[config.mk]
export PLATFORM = sky130hd
export DESIGN_NAME = qte_fifo
export DESIGN_NICKNAME = d
export VERILOG_FILES = /design/src/design/quaternion_to_euler_angles_assert.svh /design/src/design/qte_pkg.sv /design/src/design/qte_fifo.sv
export SDC_FILE = /design/constraint.sdc
export NUM_CORES = 1
export LEC_CHECK = 0
export ABC_CLOCK_PERIOD_IN_PS = 8200
export BUFFER_PORTS_ARGS = -buffer_cell sky130_fd_sc_hd__buf_2
export CAP_MARGIN = 20
export CORE_MARGIN = 10
export CORE_UTILIZATION = 55
export DETAILED_ROUTE_END_ITERATION = 10
export PLACE_DENSITY = 0.84
export SYNTH_ARGS = -nofsm -noshare
export SYNTH_HDL_FRONTEND = slang
export SYNTH_SLANG_ARGS = --single-unit
[constraint.sdc]
create_clock -name clk -period 8.2 [get_ports clk]
set_input_delay 1.23 -clock clk [delete_from_list [all_inputs] [get_ports clk]]
set_output_delay 1.23 -clock clk [all_outputs]
set_load 0.01 [all_outputs]
[src/design/quaternion_to_euler_angles_assert.svh]
// Assertion macros for the quaternion to Euler angles block.
// Included by the top level; uses the clk and rst_n names of the including module.
`ifndef QUATERNION_TO_EULER_ANGLES_ASSERT_SVH
`define QUATERNION_TO_EULER_ANGLES_ASSERT_SVH

// The condition must never hold outside reset.
`define QTE_ASSERT_NEVER(lbl, cond, msg) \
  lbl: assert property (@(posedge clk) disable iff (!rst_n) !(cond)) else $error(msg);

// When the first condition holds, the second must hold in the next cycle.
`define QTE_ASSERT_NEXT(lbl, ante, cons, msg) \
  lbl: assert property (@(posedge clk) (ante) |=> (cons)) else $error(msg);

`endif

[src/design/qte_pkg.sv]
// Shared types, widths and constants of the quaternion to Euler angles block.
// No dependencies; used by every module of the block.
`default_nettype none
package qte_pkg;

  localparam int QW = 16;   // quaternion component width
  localparam int PW = 34;   // width of the atan2 operands
  localparam int RW = 33;   // width of a clamped square root argument
  localparam int CW = 36;   // CORDIC datapath width
  localparam int AW = 34;   // binary angle width after unwrapping
  localparam int SQ_BITS = 25; // result bits of one square root
  localparam int TAB_LEN = 24;

  localparam logic signed [AW-1:0] BA_QUARTER = 34'sd1073741824;
  localparam logic signed [AW-1:0] BA_HALF    = 34'sd2147483648;
  localparam logic signed [AW-1:0] BA_TURN    = 34'sd4294967296;

  // pi * 2^29 split into a high and a low 16-bit half.
  localparam logic signed [16:0] PI_HI = 17'sd25735;
  localparam logic signed [16:0] PI_LO = 17'sd60753;

  typedef struct packed {
    logic signed [PW-1:0] py;
    logic signed [PW-1:0] px;
    logic signed [PW-1:0] yy;
    logic signed [PW-1:0] yx;
    logic [RW-1:0]        arg_a;
    logic [RW-1:0]        arg_b;
  } job_t;

  // atan(2^-k) as a binary angle, one full turn is 2^32.
  function automatic logic [31:0] atan_ba(input int k);
    logic [31:0] v;
    v = 32'd0;
    case (k)
      0:  v = 32'd536870912;
      1:  v = 32'd316933406;
      2:  v = 32'd167458907;
      3:  v = 32'd85004756;
      4:  v = 32'd42667331;
      5:  v = 32'd21354465;
      6:  v = 32'd10679838;
      7:  v = 32'd5340245;
      8:  v = 32'd2670163;
      9:  v = 32'd1335087;
      10: v = 32'd667544;
      11: v = 32'd333772;
      12: v = 32'd166886;
      13: v = 32'd83443;
      14: v = 32'd41722;
      15: v = 32'd20861;
      16: v = 32'd10430;
      17: v = 32'd5215;
      18: v = 32'd2608;
      19: v = 32'd1304;
      20: v = 32'd652;
      21: v = 32'd326;
      22: v = 32'd163;
      23: v = 32'd81;
      default: v = 32'd0;
    endcase
    return v;
  endfunction

endpackage
`default_nettype wire

[src/design/qte_fifo.sv]
// Four-entry queue of decoded jobs between the front and back parts.
// Depends on qte_pkg.
`default_nettype none
module qte_fifo (
  input  wire logic          clk,
  input  wire logic          rst_n,
  input  wire logic          in_valid,
  output logic               in_ready,
  input  wire qte_pkg::job_t in_data,
  output logic               out_valid,
  input  wire logic          out_ready,
  output qte_pkg::job_t      out_data
);
  import qte_pkg::*;

  localparam int DEPTH = 4;

  job_t mem_r [DEPTH];
  logic [1:0] wr_ptr_r, rd_ptr_r;
  logic [2:0] cnt_r;
  logic push, pop;

  assign in_ready  = (cnt_r != 3'(DEPTH));
  assign out_valid = (cnt_r != 3'd0);
  assign push      = in_valid && in_ready;
  assign pop       = out_valid && out_ready;
  assign out_data  = mem_r[rd_ptr_r];

  always_ff @(posedge clk) begin
    if (!rst_n) begin
      wr_ptr_r <= '0;
      rd_ptr_r <= '0;
      cnt_r    <= '0;
    end else begin
      if (push) wr_ptr_r <= wr_ptr_r + 2'd1;
      if (pop)  rd_ptr_r <= rd_ptr_r + 2'd1;
      if (push && !pop)      cnt_r <= cnt_r + 3'd1;
      else if (pop && !push) cnt_r <= cnt_r - 3'd1;
    end
  end

  always_ff @(posedge clk) begin
    if (push) mem_r[wr_ptr_r] <= in_data;
  end

endmodule
`default_nettype wire

==> metrics.md <==
| Metric | Value |
|---|---|
| CTS Hold Bufs | `0` |
| Pin slew with the least headroom to its limit | `1.01 ns` |
| Lkg Pwr | `approximately 12 nW` |
| #FFs+latches synth | `between 800 and 900` |
| CP arrival | `around 3.1 ns` |
| Final hold viol count | `0` |
| Power Density | `about 320 nW/um2` |
| Filler Cells Inserted | `3278` |
| First-pass DRT Iterations | `5` |
| CP required | `around 7 ns` |
| Area growth from synthesis to layout | `17.3%` |
| Antenna violations before repair | `21` |
| DRT antenna net count | `0` |
| Mapped cell area | `roughly 30000 um2` |
| First-pass GRT wire length | `91800 um` |
| Finished Cell Area | `~35000 um2` |
| Max Cap Violations | `0` |
| Type of origin of the critical path | `flop` |
| WL per Instance | `26.3 um` |
| Overflow after GRT | `0` |
| HP Start | `wr_ptr_r[1]` |
| Routed vias | `roughly 13000` |
| Drt drc | `0` |
| Synth cell types | `25` |
| Number of H-tree levels | `3` |
| Post-CTS Setup Inserts | `0` |
| Worst r2r src | `cnt_r[0]` |
| Max-slew violations | `0` |
| Inserted Clock Buffers | `between 70 and 80` |
| CTS Sinks | `817` |
| Largest family of logic cells by synthesized area | `multiplexers` |
| Complex-gate fraction of the synthesized area | `less than 1%` |
| Initial Utilization | `about 56%` |
| Clock-pin slew on the worst setup and hold paths | `0.06 ns` |
| Gpl congestion | `0.736` |
| TNS Setup | `0 ns` |
| Seq/Total Area, Yosys | `between 80 and 90%` |
| # rows | `85` |
| Outcome | `finished, final reports clean` |
| Worst hold slack | `around 0.52 ns` |
| Clk_lat worst skew | `approximately 0.60 ns` |
| Max IR drop VDD | `~0.24 mV` |
| Hpwl dp | `37000 um` |
| Layout Skew | `approximately 0.015 ns` |
| Die Ht | `253 um` |
| Vias in the first global route | `~14000` |
| Critical path capture point type | `output pin` |
| Worst slew margin | `32.6%` |
| DIE AREA | `between 60000 and 70000 um2` |
| Post-Synth Simple-Gate Area | `less than 1%` |
| Final Net Count | `1772` |
| Worst hold path type | `reg -> reg` |
| Cells after Synth | `~1100` |
| Peak Freq | `around 230 MHz` |
| Mux cell area share after synthesis | `between 15 and 20%` |
| Final setup fails | `0` |
| RSZ-0062 raised after global routing | `no` |
| DRT iter0 DRCs | `about 1200` |
| Clk buf depth | `3` |
| YS warnings | `0` |
| Port buffer count | `409` |
| Adder-cell share of the synthesized area | `0.277%` |
| XOR/XNOR Fraction of Synth Area | `less than 1%` |
| Die X | `about 250 um` |
| Crit Path Class | `reg -> out` |
| Routed vias/inst | `roughly 5.8` |
| Min Tclk post-route | `around 4.4 ns` |
| Cts repair resizes | `0` |
| Pin count of the biggest net entering global routing | `between 100 and 150` |
| CTS root buf | `clkbuf_16` |
| I/O pin total | `just over 400` |
| Mean Syn Cell Area | `approximately 27 um2` |
| Synth Net Count | `approximately 1300` |
| Share of cells above drive strength 1 | `around 46%` |
| Placed cell areas | `about 32000 um2` |
| Wirelength, routed | `between 60000 and 70000 um` |
| CTS tree | `done` |
| Max Fanout on Critical Path | `between 40 and 50` |
| Fin crit share | `approximately 53%` |
| Total track usage | `between 10% and 20%` |
| Core footprint | `roughly 54000 um2` |
==> Yosys cell counts <==
cell / n / share of area, %
and2_1: 8 / 0.17
buf_12: 20 / 1.3
mux2i_1: 3 / 0.10
buf_4: 2 / 0.050
nand2_1: 5 / 0.063
nor2b_1: 1 / 0.021
buf_2: 18 / 0.30
o21ai_0: 1 / 0.017
xnor2_1: 3 / 0.088
xor2_1: 1 / 0.029
dfxtp_1: 9 / 0.60
o311ai_0: 1 / 0.029
a21boi_2: 1 / 0.038
fa_1: 1 / 0.067
buf_6: 1 / 0.038
mux4_2: 202 / 15
o31ai_1: 1 / 0.025
a21boi_0: 1 / 0.025
buf_1: 2 / 0.025
nor2_1: 1 / 0.013
clkbuf_1: 3 / 0.038
edfxtp_1: 808 / 81
inv_1: 3 / 0.038
ha_1: 5 / 0.21
or3_1: 2 / 0.042
==> path summary, 6_finish.rpt <==
kind	endpoint	slack, ns	cells past startpoint
max reg2reg	mem_r[1][39]	5.31	4
min	wr_ptr_r[1]	0.52	2
max	out_data[151]	3.85	3
min reg2reg	wr_ptr_r[1]	0.52	2
==> sequential cells by signal, indices dropped and copies added, names as in the netlist, named ones only <==
name,cells
cnt_r,3
mem_r,808
rd_ptr_r,2
wr_ptr_r,2
==> through the flow <==
step           cells  worst slack, ns  power (mW)  utilization, %
6_report        2325             3.85        11.3            65.1
5_1_grt         2322             3.54        11.8            65.1
4_1_cts         2313             3.70        11.5            65.1
3_5_place_dp    2175             4.35        7.85            60.3
3_3_place_gp    2175             4.38        7.79            60.3
2_1_floorplan   1103             1.46        7.10               -
==> where the power goes <==
part | leakage [nW] | switching [mW] | internal (mW)
sequential | 7.48 | 0.168 | 5.07
combinational | 2.89 | 1.33 | 1.15
clock | 1.25 | 1.45 | 2.15
==> worst max-delay path, stage by stage, from the launching register on <==
cell	delay [ns]
dfxtp_4	0.77
buf_4	0.84
mux4_2	0.65
buf_2	0.17
==> routing by layer <==
| layer | share of wire [%] | vias to the layer above | GRT usage (%) |
|---|---|---|---|
| li1 | - | 5730 | - |
| met1 | 36 | 6996 | 23.3 |
| met2 | 52 | 552 | 31.8 |
| met3 | 9.3 | 103 | 6.60 |
| met4 | 2.1 | 16 | 6.57 |
| met5 | 0.17 | - | 0 |
==> area by class of cell <==
cell class | instances | area (um2) | area share [%]
repair buffers | 422 | 2220 | 6.34
inverters | 3 | 11.3 | 0.0322
well taps | 696 | 871 | 2.49
clock buffers | 93 | 2030 | 5.80
multi-input cells | 237 | 4840 | 13.8
clock inverters | 45 | 534 | 1.53
flip-flops and latches | 817 | 24500 | 69.9
diodes | 12 | 30.0 | 0.0858
==> cell families after synthesis <==
logic type / count (synthesis)
muxes: 205
xor gates and xnor gates: 4
buffers and inverters: 49
AOI/OAI and AO/OA: 5
adders and majority gates: 6
and+or+nand+nor: 17
DFF: 817
==> layout by cell type, fill, tap and decap left out, drive strengths merged <==
cell,Yosys,routed
a21boi,2,2
and2,8,8
buf,43,422
bufinv,0,12
clkbuf,3,93
clkinv,0,27
clkinvlp,0,3
dfxtp,9,9
diode,0,12
edfxtp,808,808
fa,1,1
ha,5,5
inv,3,6
mux2i,3,3
mux4,202,202
nand2,5,5
nor2,1,1
nor2b,1,1
o21ai,1,1
o311ai,1,1
o31ai,1,1
or3,2,2
xnor2,3,3
xor2,1,1
Note: power is estimated with default switching activity, not from simulation.
